`config.mk`:
```
export PLATFORM = sky130hd
export DESIGN_NAME = pair_voice_admission_limiter_core
export DESIGN_NICKNAME = d
export VERILOG_FILES = /design/src/hw/rtl/pval_pkg.sv /design/src/hw/rtl/pval_front.sv /design/src/hw/rtl/pval_queue.sv /design/src/hw/rtl/pval_back.sv /design/src/hw/rtl/pair_voice_admission_limiter_core.sv
export SDC_FILE = /design/constraint.sdc
export NUM_CORES = 2
export LEC_CHECK = 0
export ABC_AREA = 1
export BUFFER_PORTS_ARGS = -buffer_cell sky130_fd_sc_hd__buf_2
export CORE_ASPECT_RATIO = 1.75
export CORE_MARGIN = 1.5
export CORE_UTILIZATION = 35
export CTS_BUF_LIST = sky130_fd_sc_hd__clkbuf_4
export CTS_CLUSTER_DIAMETER = 150
export CTS_CLUSTER_SIZE = 20
export DETAILED_ROUTE_END_ITERATION = 6
export GPL_ROUTABILITY_DRIVEN = 0
export PLACE_DENSITY_LB_ADDON = 0.05
export SYNTH_ARGS = -nofsm -noshare
export SYNTH_HDL_FRONTEND = slang
export SYNTH_SLANG_ARGS = --single-unit
```
`constraint.sdc`:
```
create_clock -name clk -period 5.47 [get_ports clk]
set_input_delay 0.8205 -clock clk [delete_from_list [all_inputs] [get_ports clk]]
set_output_delay 0.8205 -clock clk [all_outputs]
set_load 0.1 [all_outputs]
```
`src/hw/rtl/pval_pkg.sv`:
```
// Shared types and constants for the pair voice admission limiter.
// No dependencies; every other file of the block imports this package.
`default_nettype none

package pval_pkg;

    localparam int NUM_NODES   = 32;
    localparam int NODE_W      = 6;
    localparam int AMOUNT_W    = 11;
    localparam int ROW_W       = (NUM_NODES > 1) ? $clog2(NUM_NODES) : 1;
    localparam int QUEUE_DEPTH = 2;

    typedef enum logic [1:0] {
        KIND_COUNT    = 2'd0,
        KIND_SENDER   = 2'd1,
        KIND_RECEIVER = 2'd2,
        KIND_OVF      = 2'd3
    } kind_t;

    typedef enum logic [1:0] {
        OP_NOTE  = 2'd0,
        OP_CLEAR = 2'd1,
        OP_BAD   = 2'd2
    } op_t;

    typedef struct packed {
        logic              cmd;
        logic [NODE_W-1:0] sender;
        logic [NODE_W-1:0] receiver;
        logic              note_on;
    } item_t;

    typedef struct packed {
        kind_t               kind;
        logic [AMOUNT_W-1:0] amount;
        logic [NODE_W-1:0]   ovf_sender;
        logic [NODE_W-1:0]   ovf_receiver;
        logic                ovf_on;
        logic                last;
    } result_t;

    // Classified item as it travels from the front end to the back end.
    typedef struct packed {
        op_t               op;
        logic [ROW_W-1:0]  row;
        logic [ROW_W-1:0]  col;
        logic [NODE_W-1:0] sender;
        logic [NODE_W-1:0] receiver;
        logic              note_on;
    } cls_t;

endpackage

`default_nettype wire

```
`src/hw/rtl/pval_front.sv`:
```
// Front end: accepts command transfers and classifies them for the back end.
// Depends on pval_pkg.
`default_nettype none

module pval_front (
    input  wire logic            start,
    input  wire pval_pkg::item_t item,
    input  wire logic            q_full,
    output logic                 busy,
    output logic                 push,
    output pval_pkg::cls_t       entry
);
    import pval_pkg::*;

    logic s_ok;
    logic r_ok;

    assign s_ok = (item.sender != '0) && (int'(item.sender) <= NUM_NODES);
    assign r_ok = (item.receiver != '0) && (int'(item.receiver) <= NUM_NODES);

    assign busy = q_full;
    assign push = start && !q_full;

    always_comb
    begin
        entry.sender   = item.sender;
        entry.receiver = item.receiver;
        entry.note_on  = item.note_on;
        entry.col      = ROW_W'(item.sender - NODE_W'(1));
        entry.row      = ROW_W'(item.receiver - NODE_W'(1));
        if (item.cmd)
        begin
            entry.op = OP_CLEAR;
        end
        else if (s_ok && r_ok)
        begin
            entry.op = OP_NOTE;
        end
        else
        begin
            entry.op = OP_BAD;
        end
    end

endmodule

`default_nettype wire

```
`src/hw/rtl/pval_queue.sv`:
```
// Short queue of classified items between the front end and the back end.
// Depends on pval_pkg.
`default_nettype none

module pval_queue (
    input  wire logic           clk,
    input  wire logic           rst_n,
    input  wire logic           push,
    input  wire pval_pkg::cls_t push_data,
    input  wire logic           pop,
    output logic                full,
    output logic                not_empty,
    output pval_pkg::cls_t      head
);
    import pval_pkg::*;

    localparam int PTR_W = (QUEUE_DEPTH > 1) ? $clog2(QUEUE_DEPTH) : 1;
    localparam int CNT_W = $clog2(QUEUE_DEPTH + 1);

    cls_t             slot_reg [QUEUE_DEPTH];
    logic [PTR_W-1:0] wr_ptr_reg;
    logic [PTR_W-1:0] wr_ptr_next;
    logic [PTR_W-1:0] rd_ptr_reg;
    logic [PTR_W-1:0] rd_ptr_next;
    logic [CNT_W-1:0] cnt_reg;
    logic [CNT_W-1:0] cnt_next;
    logic             do_push;
    logic             do_pop;

    assign full      = (int'(cnt_reg) == QUEUE_DEPTH);
    assign not_empty = (cnt_reg != '0);
    assign head      = slot_reg[rd_ptr_reg];
    assign do_push   = push && !full;
    assign do_pop    = pop && not_empty;

    always_comb
    begin
        wr_ptr_next = wr_ptr_reg;
        rd_ptr_next = rd_ptr_reg;
        cnt_next    = cnt_reg;
        if (do_push)
        begin
            wr_ptr_next = (int'(wr_ptr_reg) == QUEUE_DEPTH - 1) ? '0 : wr_ptr_reg + PTR_W'(1);
        end
        if (do_pop)
        begin
            rd_ptr_next = (int'(rd_ptr_reg) == QUEUE_DEPTH - 1) ? '0 : rd_ptr_reg + PTR_W'(1);
        end
        if (do_push && !do_pop)
        begin
            cnt_next = cnt_reg + CNT_W'(1);
        end
        else if (do_pop && !do_push)
        begin
            cnt_next = cnt_reg - CNT_W'(1);
        end
    end

    always_ff @(posedge clk or negedge rst_n)
    begin
        if (!rst_n)
        begin
            wr_ptr_reg <= '0;
            rd_ptr_reg <= '0;
            cnt_reg    <= '0;
        end
        else
        begin
            wr_ptr_reg <= wr_ptr_next;
            rd_ptr_reg <= rd_ptr_next;
            cnt_reg    <= cnt_next;
        end
    end

    always_ff @(posedge clk)
    begin
        if (do_push)
        begin
            slot_reg[wr_ptr_reg] <= push_data;
        end
    end

    // The fill level stays within the queue and moves by at most one a cycle.
    a_cnt_bound: assert property (@(posedge clk) disable iff (!rst_n)
        int'(cnt_reg) <= QUEUE_DEPTH)
        else $error("queue fill level beyond depth");

    a_cnt_step: assert property (@(posedge clk) disable iff (!rst_n)
        (cnt_reg == $past(cnt_reg)) || (cnt_reg == $past(cnt_reg) + CNT_W'(1))
        || (cnt_reg == $past(cnt_reg) - CNT_W'(1)))
        else $error("queue fill level moved by more than one");

    a_no_overrun: assert property (@(posedge clk) disable iff (!rst_n)
        push |-> !full)
        else $error("transfer offered to a full queue");

    a_no_underrun: assert property (@(posedge clk) disable iff (!rst_n)
        pop |-> not_empty)
        else $error("pop requested from an empty queue");

endmodule

`default_nettype wire

```
`src/hw/rtl/pval_back.sv`:
```
// Back end: holds the pair map and the active count and produces results.
// Depends on pval_pkg.
`default_nettype none

module pval_back (
    input  wire logic                          clk,
    input  wire logic                          rst_n,
    input  wire logic                          q_valid,
    input  wire pval_pkg::cls_t                q_head,
    input  wire logic [pval_pkg::AMOUNT_W-1:0] max_voices,
    output logic                               q_pop,
    output logic                               result_valid,
    output pval_pkg::result_t                  result
);
    import pval_pkg::*;

    typedef enum logic [1:0] {
        ST_IDLE,
        ST_EVAL,
        ST_SECOND
    } state_t;

    logic [NUM_NODES-1:0] mem [NUM_NODES];

    state_t               state_reg;
    state_t               state_next;
    logic                 res_valid_reg;
    logic                 res_valid_next;
    result_t              res_reg;
    result_t              res_next;
    result_t              sec_reg;
    result_t              sec_next;
    logic [AMOUNT_W-1:0]  count_reg;
    logic [AMOUNT_W-1:0]  count_next;
    logic [NUM_NODES-1:0] row_valid_reg;
    logic [NUM_NODES-1:0] row_valid_next;
    logic                 fwd_valid_reg;
    logic                 fwd_valid_next;
    logic [ROW_W-1:0]     fwd_row_reg;
    logic [NUM_NODES-1:0] fwd_data_reg;
    cls_t                 cur_reg;
    logic [NUM_NODES-1:0] mem_q_reg;
    logic                 rv_q_reg;

    logic                 eval;
    logic                 emit;
    logic                 two;
    logic                 wr_en;
    logic                 clr;
    logic                 take;
    logic [NUM_NODES-1:0] eff_row;
    logic [NUM_NODES-1:0] new_row;
    logic                 hit;
    logic [AMOUNT_W-1:0]  cap;
    logic [AMOUNT_W-1:0]  dec;
    result_t              first;

    assign eval = (state_reg == ST_EVAL);
    assign cap  = (max_voices == '0) ? AMOUNT_W'(1) : max_voices;
    assign eff_row = (fwd_valid_reg && (fwd_row_reg == cur_reg.row)) ? fwd_data_reg
                   : (rv_q_reg ? mem_q_reg : '0);
    assign hit  = eff_row[cur_reg.col];
    assign dec  = (count_reg != '0) ? count_reg - AMOUNT_W'(1) : count_reg;

    always_comb
    begin
        first      = '0;
        first.kind = KIND_COUNT;
        sec_next   = '0;
        sec_next.kind = KIND_COUNT;
        sec_next.last = 1'b1;
        emit       = 1'b0;
        two        = 1'b0;
        wr_en      = 1'b0;
        clr        = 1'b0;
        new_row    = eff_row;
        count_next = count_reg;
        case (cur_reg.op)
            OP_CLEAR:
            begin
                clr        = 1'b1;
                emit       = 1'b1;
                count_next = '0;
                first.last = 1'b1;
            end
            OP_NOTE:
            begin
                if (cur_reg.note_on)
                begin
                    if (hit)
                    begin
                        emit = 1'b0;
                    end
                    else if (count_reg < cap)
                    begin
                        emit                 = 1'b1;
                        two                  = 1'b1;
                        wr_en                = 1'b1;
                        new_row[cur_reg.col] = 1'b1;
                        count_next           = count_reg + AMOUNT_W'(1);
                        first.amount         = count_next;
                        sec_next.kind        = KIND_RECEIVER;
                        sec_next.amount      = AMOUNT_W'(cur_reg.receiver);
                    end
                    else
                    begin
                        emit               = 1'b1;
                        first.kind         = KIND_OVF;
                        first.ovf_sender   = cur_reg.sender;
                        first.ovf_receiver = cur_reg.receiver;
                        first.ovf_on       = 1'b1;
                        first.last         = 1'b1;
                    end
                end
                else if (hit)
                begin
                    emit                 = 1'b1;
                    wr_en                = 1'b1;
                    new_row[cur_reg.col] = 1'b0;
                    count_next           = dec;
                    first.amount         = dec;
                    if (dec < cap)
                    begin
                        two             = 1'b1;
                        sec_next.kind   = KIND_SENDER;
                        sec_next.amount = AMOUNT_W'(cur_reg.sender);
                    end
                    else
                    begin
                        first.last = 1'b1;
                    end
                end
                else
                begin
                    emit               = 1'b1;
                    first.kind         = KIND_OVF;
                    first.ovf_sender   = cur_reg.sender;
                    first.ovf_receiver = cur_reg.receiver;
                    first.last         = 1'b1;
                end
            end
            default:
            begin
                emit               = 1'b1;
                first.kind         = KIND_OVF;
                first.ovf_sender   = cur_reg.sender;
                first.ovf_receiver = cur_reg.receiver;
                first.ovf_on       = cur_reg.note_on;
                first.last         = 1'b1;
            end
        endcase
    end

    always_comb
    begin
        take           = (state_reg == ST_IDLE) || (state_reg == ST_SECOND) || (eval && !two);
        q_pop          = take && q_valid;
        state_next     = q_pop ? ST_EVAL : ST_IDLE;
        res_valid_next = 1'b0;
        res_next       = sec_reg;
        row_valid_next = row_valid_reg;
        fwd_valid_next = fwd_valid_reg;
        if (eval)
        begin
            res_valid_next = emit;
            res_next       = first;
            if (two)
            begin
                state_next = ST_SECOND;
            end
            if (clr)
            begin
                row_valid_next = '0;
                fwd_valid_next = 1'b0;
            end
            else if (wr_en)
            begin
                row_valid_next[cur_reg.row] = 1'b1;
                fwd_valid_next              = 1'b1;
            end
        end
        else if (state_reg == ST_SECOND)
        begin
            res_valid_next = 1'b1;
        end
    end

    always_ff @(posedge clk or negedge rst_n)
    begin
        if (!rst_n)
        begin
            state_reg     <= ST_IDLE;
            res_valid_reg <= 1'b0;
            count_reg     <= '0;
            row_valid_reg <= '0;
            fwd_valid_reg <= 1'b0;
        end
        else
        begin
            state_reg     <= state_next;
            res_valid_reg <= res_valid_next;
            row_valid_reg <= row_valid_next;
            fwd_valid_reg <= fwd_valid_next;
            if (eval)
            begin
                count_reg <= count_next;
            end
        end
    end

    always_ff @(posedge clk)
    begin
        res_reg <= res_next;
        if (eval)
        begin
            sec_reg <= sec_next;
        end
        if (eval && wr_en)
        begin
            fwd_row_reg  <= cur_reg.row;
            fwd_data_reg <= new_row;
        end
        if (q_pop)
        begin
            cur_reg  <= q_head;
            rv_q_reg <= row_valid_next[q_head.row];
        end
    end

    always_ff @(posedge clk)
    begin
        if (eval && wr_en)
        begin
            mem[cur_reg.row] <= new_row;
        end
        if (q_pop)
        begin
            mem_q_reg <= mem[q_head.row];
        end
    end

    assign result_valid = res_valid_reg;
    assign result       = res_reg;

    a_second_after_eval: assert property (@(posedge clk) disable iff (!rst_n)
        (state_reg == ST_SECOND) |-> $past(state_reg == ST_EVAL))
        else $error("second result without an evaluation before it");

    a_ovf_is_last: assert property (@(posedge clk) disable iff (!rst_n)
        (result_valid && (result.kind == KIND_OVF)) |-> result.last)
        else $error("overflow record not marked last");

    a_second_is_last: assert property (@(posedge clk) disable iff (!rst_n)
        (state_reg == ST_SECOND) |=> (result_valid && result.last))
        else $error("second result missing or not marked last");

endmodule

`default_nettype wire

```
`src/hw/rtl/pair_voice_admission_limiter_core.sv`:
```
// Top level of the pair voice admission limiter: front end, queue and back end.
// Depends on pval_pkg, pval_front, pval_queue and pval_back.
//
//   Channel   Signals                          Transfer when
//   command   start, busy, item                start high and busy low
//   config    cfg_valid, cfg_ready, cfg_data   cfg_valid and cfg_ready high
//   result    result_valid, result             result_valid high (one cycle)
//
// An item accepted into the queue is popped into the back end's current-item register
// once the back end can take it, is evaluated there, and its first result is registered
// onto the result ports; a second result follows in the next cycle.
// The back end takes a new item every cycle when an item gives at most one result; an
// item that gives two holds off the next one, set by the single result port.
// Reset clears the map, the count and the queue at once; there is no clearing pass.
// Results cannot be held off; busy rises only while the two-entry queue is full.
`default_nettype none

module pair_voice_admission_limiter_core (
    input  wire logic                          clk,
    input  wire logic                          rst_n,
    input  wire logic                          start,
    output logic                               busy,
    input  wire pval_pkg::item_t               item,
    input  wire logic                          cfg_valid,
    output logic                               cfg_ready,
    input  wire logic [pval_pkg::AMOUNT_W-1:0] cfg_data,
    output logic                               result_valid,
    output pval_pkg::result_t                  result
);
    import pval_pkg::*;

    logic                cfg_write;
    logic [AMOUNT_W-1:0] max_voices_reg;
    logic                push;
    logic                q_full;
    logic                q_valid;
    logic                q_pop;
    cls_t                entry;
    cls_t                head;

    assign cfg_ready = 1'b1;
    assign cfg_write = cfg_valid && cfg_ready;

    always_ff @(posedge clk or negedge rst_n)
    begin
        if (!rst_n)
        begin
            max_voices_reg <= AMOUNT_W'(1);
        end
        else if (cfg_write)
        begin
            max_voices_reg <= cfg_data;
        end
    end

    pval_front u_front (
        .start  (start),
        .item   (item),
        .q_full (q_full),
        .busy   (busy),
        .push   (push),
        .entry  (entry)
    );

    pval_queue u_queue (
        .clk       (clk),
        .rst_n     (rst_n),
        .push      (push),
        .push_data (entry),
        .pop       (q_pop),
        .full      (q_full),
        .not_empty (q_valid),
        .head      (head)
    );

    pval_back u_back (
        .clk          (clk),
        .rst_n        (rst_n),
        .q_valid      (q_valid),
        .q_head       (head),
        .max_voices   (max_voices_reg),
        .q_pop        (q_pop),
        .result_valid (result_valid),
        .result       (result)
    );

endmodule

`default_nettype wire

```
Word-level counts from Yosys, hierarchy flattened

Memory sizes are Yosys's and may differ from the RTL's. A register that Yosys moved wholly into a read port is not among the register bits.
Cells that the tools add are included.
Widths: inputs -> output; s select.

Flip-flop bits (word level): 165
Bits in writable memories: 1,074
Input bits: 29
Output and inout port bits: 30
Word-level logic and storage cells: 167
Memories: 2

Memory list:

| name             | depth | width | read ports | clocked after memory_dff | wr ports | line             | RTL |
|---|---|---|---|---|---|---|---|
| u_back.mem       | 32    | 32    | 1          | 1                        | 1        | pval_back.sv:23  | `logic [NUM_NODES-1:0] mem [NUM_NODES];` |
| u_queue.slot_reg | 2     | 25    | 1          | 0                        | 1        | pval_queue.sv:20 | `cls_t slot_reg [QUEUE_DEPTH];` |

Add/sub/neg operators: 8
Order comparisons: 9
Equality and inequality tests: 8
Multiplexer cells: 77
Bitwise gates (word level): 4
Reduce and logical (&&, ||, !) cells: 33

Operator list:

| kind                  | count |
|---|---|
| $mux 32               | 10 |
| $mux 11               | 9 |
| $or 32x32->32         | 2 |
| $mux 27               | 2 |
| $mux 13               | 4 |
| $mux 1                | 33 |
| $and 32x32->32        | 1 |
| $not 32->32           | 1 |
| $pmux 13 s2           | 1 |
| $mux 25               | 1 |
| $mux 12               | 2 |
| $lt 11x11->1          | 2 |
| $pmux 11 s2           | 1 |
| $lt 5x6->1 const B    | 3 |
| $mux 2                | 8 |
| $logic_and 1x1->1     | 14 |
| $mux 14               | 1 |
| $le 6x6->1 const B    | 2 |
| $reduce_bool 6->1     | 2 |
| $add 11x1->11 const B | 1 |
| $logic_not 11->1      | 1 |
| $reduce_bool 11->1    | 1 |
| $sub 11x1->11 const B | 1 |
| $bmux 1 s5            | 2 |
| 18 further kinds      | 34 |

Depth between registers and ports, before layout

Depth after elaboration: 16
Depth in mapped cells: 27

Modules after synthesis

A second synthesis with hierarchy kept.

Cells, all modules: 4,199
Area, all modules: 51,936.1 um^2

Modules (own cells, without submodules):

| module                            | instances | cells an instance | area each (um^2) | sequential area each (um^2) |
|---|---|---|---|---|
| pval_back                         | 1         | 3,934             | 49,090.8         | 35,559.1 |
| pval_queue                        | 1         | 162               | 2,077.0          | 1,601.5 |
| pair_voice_admission_limiter_core | 1         | 49                | 434.2            | 276.5 |
| pval_front                        | 1         | 54                | 334.1            | 0.0 |

Worst setup path after synthesis

OpenSTA, ideal clock, no wires.

Path type: register to register
From: reg u_back.cur_reg[22] (netlist bit)
To: mem u_back.mem[30][0], enable pin
Library setup time: 461 ps
Arrival: 4,318 ps
Required time: 5,009 ps
Setup slack: 691 ps
Cell stages (with the launch flop): 18
Buffers on the path: 2
Cell sequence: edfxtp_1 -> inv_2 -> nand2_1 -> nand2_1 -> nand2_1 -> nor2_4 -> buf_4 -> nand3_1 -> nand3_1 -> nand2_1 -> o21ai_1 -> nand2_1 -> nor2_2 -> nand2_4 -> a21oi_4 -> buf_4 -> nand2_1 -> nor3_1

Longest elaborated chain between the ends: 11
Elaborated cells on any way between the ends: 12
Classes of those cells: 1 x eq/ne; 9 x mux; 2 x reduce/logical

RTL lines:

| item                             | line                              | RTL |
|---|---|---|
| from (decl)                      | pval_back.sv:41                   | `cls_t cur_reg;` |
| from (signal assigned)           | pval_back.sv:225                  | `cur_reg <= q_head;` |
| $eq 5x5->1                       | pval_back.sv:60                   | `assign eff_row = (fwd_valid_reg && (fwd_row_reg == cur_reg.row)) ? fwd_data_reg` |
| $logic_and 1x1->1                | pval_back.sv:60                   |  |
| $mux 32                          | pval_back.sv:60                   |  |
| $bmux 1 s5                       | pval_back.sv:62                   | `assign hit = eff_row[cur_reg.col];` |
| $mux 1 (not written as such)     | pval_back.sv:62                   |  |
| $mux 1, on equally long branches | pval_back.sv:115, pval_back.sv:90 |  |
| $mux 1                           | pval_back.sv:88                   | `if (cur_reg.note_on)` |
| $mux 1                           | pval_back.sv:78                   | `case (cur_reg.op)` |
| $logic_and 1x1->1                | pval_back.sv:232                  | `if (eval && wr_en)` |
| $mux 1                           | pval_back.sv:232                  |  |
| $mux 1 (not written as such)     | pval_back.sv:234                  | `mem[cur_reg.row] <= new_row;` |
| to (decl)                        | pval_back.sv:23                   |  |

Parallel ways exist; a longest one is shown, timed or not. The select of a mux whose other input is x is not followed.

Worst setup path in the final report

From: reg u_back.cur_reg[22] (netlist bit)
To: mem u_back.mem[10][9], enable pin

Same word-level chain as after synthesis.

==> run metrics <==
status=finished clean; syn nets=around 4100; #FFs+latches synth=about 1300; worst-path maximum fanout=32; MaxCap Viol Count=0; # clock sinks=approximately 1300; total gr overflow=0; Period Utilization, post-route=0.863; DRT Pass-1 Iters=7; Peak Freq=about 210 MHz; number of synthesized flops with an enable pin=around 1200; IO Pins=between 50 and 60; vias per inst=5.60; Hold Path Class=input pin to flop; r2r startpoint=u_back.cur_reg[22]; most used cell, CP=nand2_1; first-pass GRT wire length=between 200000 and 300000 microns; Main synth FF type=edfxtp_1; fraction of layout cells with a size suffix above 1=0.0980; Worst-Margin Slew=roughly 1.1 ns; nets=about 4200; Setup TNS=0 ns; CP max-delay cell=a21oi_4; leakage=between 15 and 20 nW; DIE WIDTH=293 microns; Initial Util=0.353; Cells after DPL=between 5000 and 6000; Syn Std Cell Area=~51000 sq um; GRT Util Overall=0.237; worst-skew pair later-pin latency=about 1.1 ns; Async SR Flop Fraction=0.0490; Die H=between 500 and 600 microns; Gate Count Post-Synth=~4100; P&R area growth vs syn=9.09%; vias in the first global route=approximately 33000; Antenna Nets Post-Route=0; DP HPWL=slightly above 100000 microns; Worst EP arrival=5.50 ns; hold path startpoint=cfg_valid; core region area=roughly 150000 sq um; Post-CTS Setup Inserts=0; pwr/cell area=roughly 560 nW/um^2; Pins Over Slew Limit=0; WL per Instance=a little under 30 microns; Avg Cell Area, Syn=between 10 and 15 sq um; largest net degree at the start of global routing=~110; TritonCTS clock tree=done; Cell variety after synth=between 40 and 50; Layout Cells excl Fill=6024; CP Launch Type=flop; sequential area share after synthesis=0.729; Setup-failing EPs final=0; antenna violations before repair=6; Crit path max-delay family=simple AND/OR/NAND/NOR gates; Total Wirelength=roughly 180000 microns; cts bufs inserted=between 70 and 80; CP required=6.25 ns; H-tree depth=3; WS Path Type=flop to flop; # rows=~190; Longest Clk Path Bufs=3; max FFs per register=just over 1000; yosys warns=0; Slew HR=0.255; Worst Path Buf+Inv=3; min cycle time layout=~4.7 ns; RSZ-0062 raised after global routing=no; CP peak stage delay=0.63 ns; First DRT Iteration DRCs=2766; CTS Root Cell=clkbuf_4; Final Hold Fails=0; Setup crit end kind=flop; Die Area=around 150000 sq um; worst vdd ir=0.000669 V; Worst-path clk slew=0.24 ns; crit path from=u_back.cur_reg[22]; number of port buffers=between 50 and 60; DRC=0; crit-path cells=inv_2 -> nand2_1 -> nand2_1 -> nand2_1 -> nor2_4 -> nand3_1 -> nand3_1 -> nand2_1 -> o21ai_1 -> nand2_1 -> nor2_2 -> nand2_4 -> a21oi_4 -> nand4_1 -> inv_2 -> buf_4; Setup Skew=0.0865 ns; Vias=around 34000
## power by group
part,switching (mW),total (mW),internal [mW]
sequential,0.455,13.4,12.9
combinational,10.7,14.0,3.33
clock,2.96,3.83,0.864
## synth_stat cells (all sizes together) (2+ instances only)
master,instances,area (sq um)
clkinv,5,18.8
nand2,387,1460
a32o,24,240
dfxtp,27,541
dfrtp,61,1530
a21oi,57,312
xor2,18,158
nand3,191,956
o31ai,10,75.1
nor4,4,25.0
ha,26,325
o221ai,211,1850
edfxtp,1177,35300
buf,39,213
o211a,2,20.0
o21bai,2,15.0
nor2,578,2190
clkbuf,239,897
a31oi,62,388
or2,8,50.1
a311oi,2,17.5
nor3,22,110
inv,185,694
o21ai,569,2850
o22ai,49,307
o211ai,47,353
nand4,54,338
## logic make-up after synthesis
| group | after synthesis | share of synthesized area |
|---|---|---|
| fa+ha+maj | 26 | 0.00634 |
| simple gates | 1245 | 0.100 |
| compound gates | 1038 | 0.126 |
| other cells | 1 | 0.0000730 |
| buf+inv | 468 | 0.0355 |
| flops | 1266 | 0.729 |
| xor+xnor | 19 | 0.00324 |
## metrics by stage
step / hold WS, ns / total power, mW / worst slack (ns) / cell area [sq um] / util
floorplan: 0.419 / 21.9 / 0.691 / 51300 / -
global placement: 0.429 / 27.8 / 0.926 / 54800 / 0.377
detailed placement: 0.448 / 27.7 / 0.896 / 54800 / 0.377
CTS: 0.000289 / 31.6 / 0.855 / 56000 / 0.385
global route: 0.107 / 32.9 / 0.404 / 56000 / 0.385
finish: 0.149 / 31.2 / 0.752 / 56000 / 0.385
## cell type report
type / instances / area [sq um]
clock inverters: 2 / 46.3
flip-flops and latches: 1266 / 37400
repair buffers: 266 / 2500
inverters: 190 / 737
multi-input cells: 2329 / 12200
diodes: 3 / 7.51
well taps: 1870 / 2340
clock buffers: 98 / 736
fillers: 14000 / 89400
## timing repair
item	in CTS	in global routing
gates resized for setup	0	0
hold endpoints to repair	63	0
hold buffers	45	0
## metal layers
layer	wire length (microns)	up-vias	track usage	part of all wire
met1	71300	17600	0.285	0.40
met2	94800	794	0.442	0.53
met5	34	-	0	0.00019
li1	-	15200	-	-
met3	6400	207	0.0234	0.036
met4	5900	4	0.0787	0.033
## placed cells by master (no fill, tap or decap), types with 10 or more instances in the layout
master         synthesis  routed
a32o_1                24      24
o21ai_0              551     540
buf_12                 0      43
a21oi_1               54      54
o221ai_1             211     211
dlygate4sd3_1          0      45
inv_2                  6      39
inv_1                179     142
o211ai_1              47      47
buf_2                 23      57
nand2_1              385     384
ha_1                  26      26
nor3_1                22      21
o22ai_1               49      49
xor2_1                18      18
nor2_2                 4      10
buf_4                  4     121
dfxtp_1               27      27
clkbuf_4               0      98
nand4_1               54      54
dfrtp_1               61      61
nor2_1               572     566
edfxtp_1            1177    1177
nand3_1              191     190
o21ai_1               18      16
o31ai_1               10      10
a31oi_1               62      62
## final timing paths
| check | slack [ns] | cells past startpoint | end |
|---|---|---|---|
| worst max-delay path | 0.75 | 16 | u_back.mem[10][9] |
| worst min-delay path | 0.15 | 2 | max_voices_reg[2] |
| worst max register to register | 0.75 | 16 | u_back.mem[10][9] |
| worst min register to register | 0.47 | 2 | u_back.result[16] |
| max in group asynchronous | 4.36 | 3 | u_back.count_reg[10] |
| min in group asynchronous | 0.40 | 3 | max_voices_reg[1] |
Note: power is estimated with default switching activity, not from simulation.
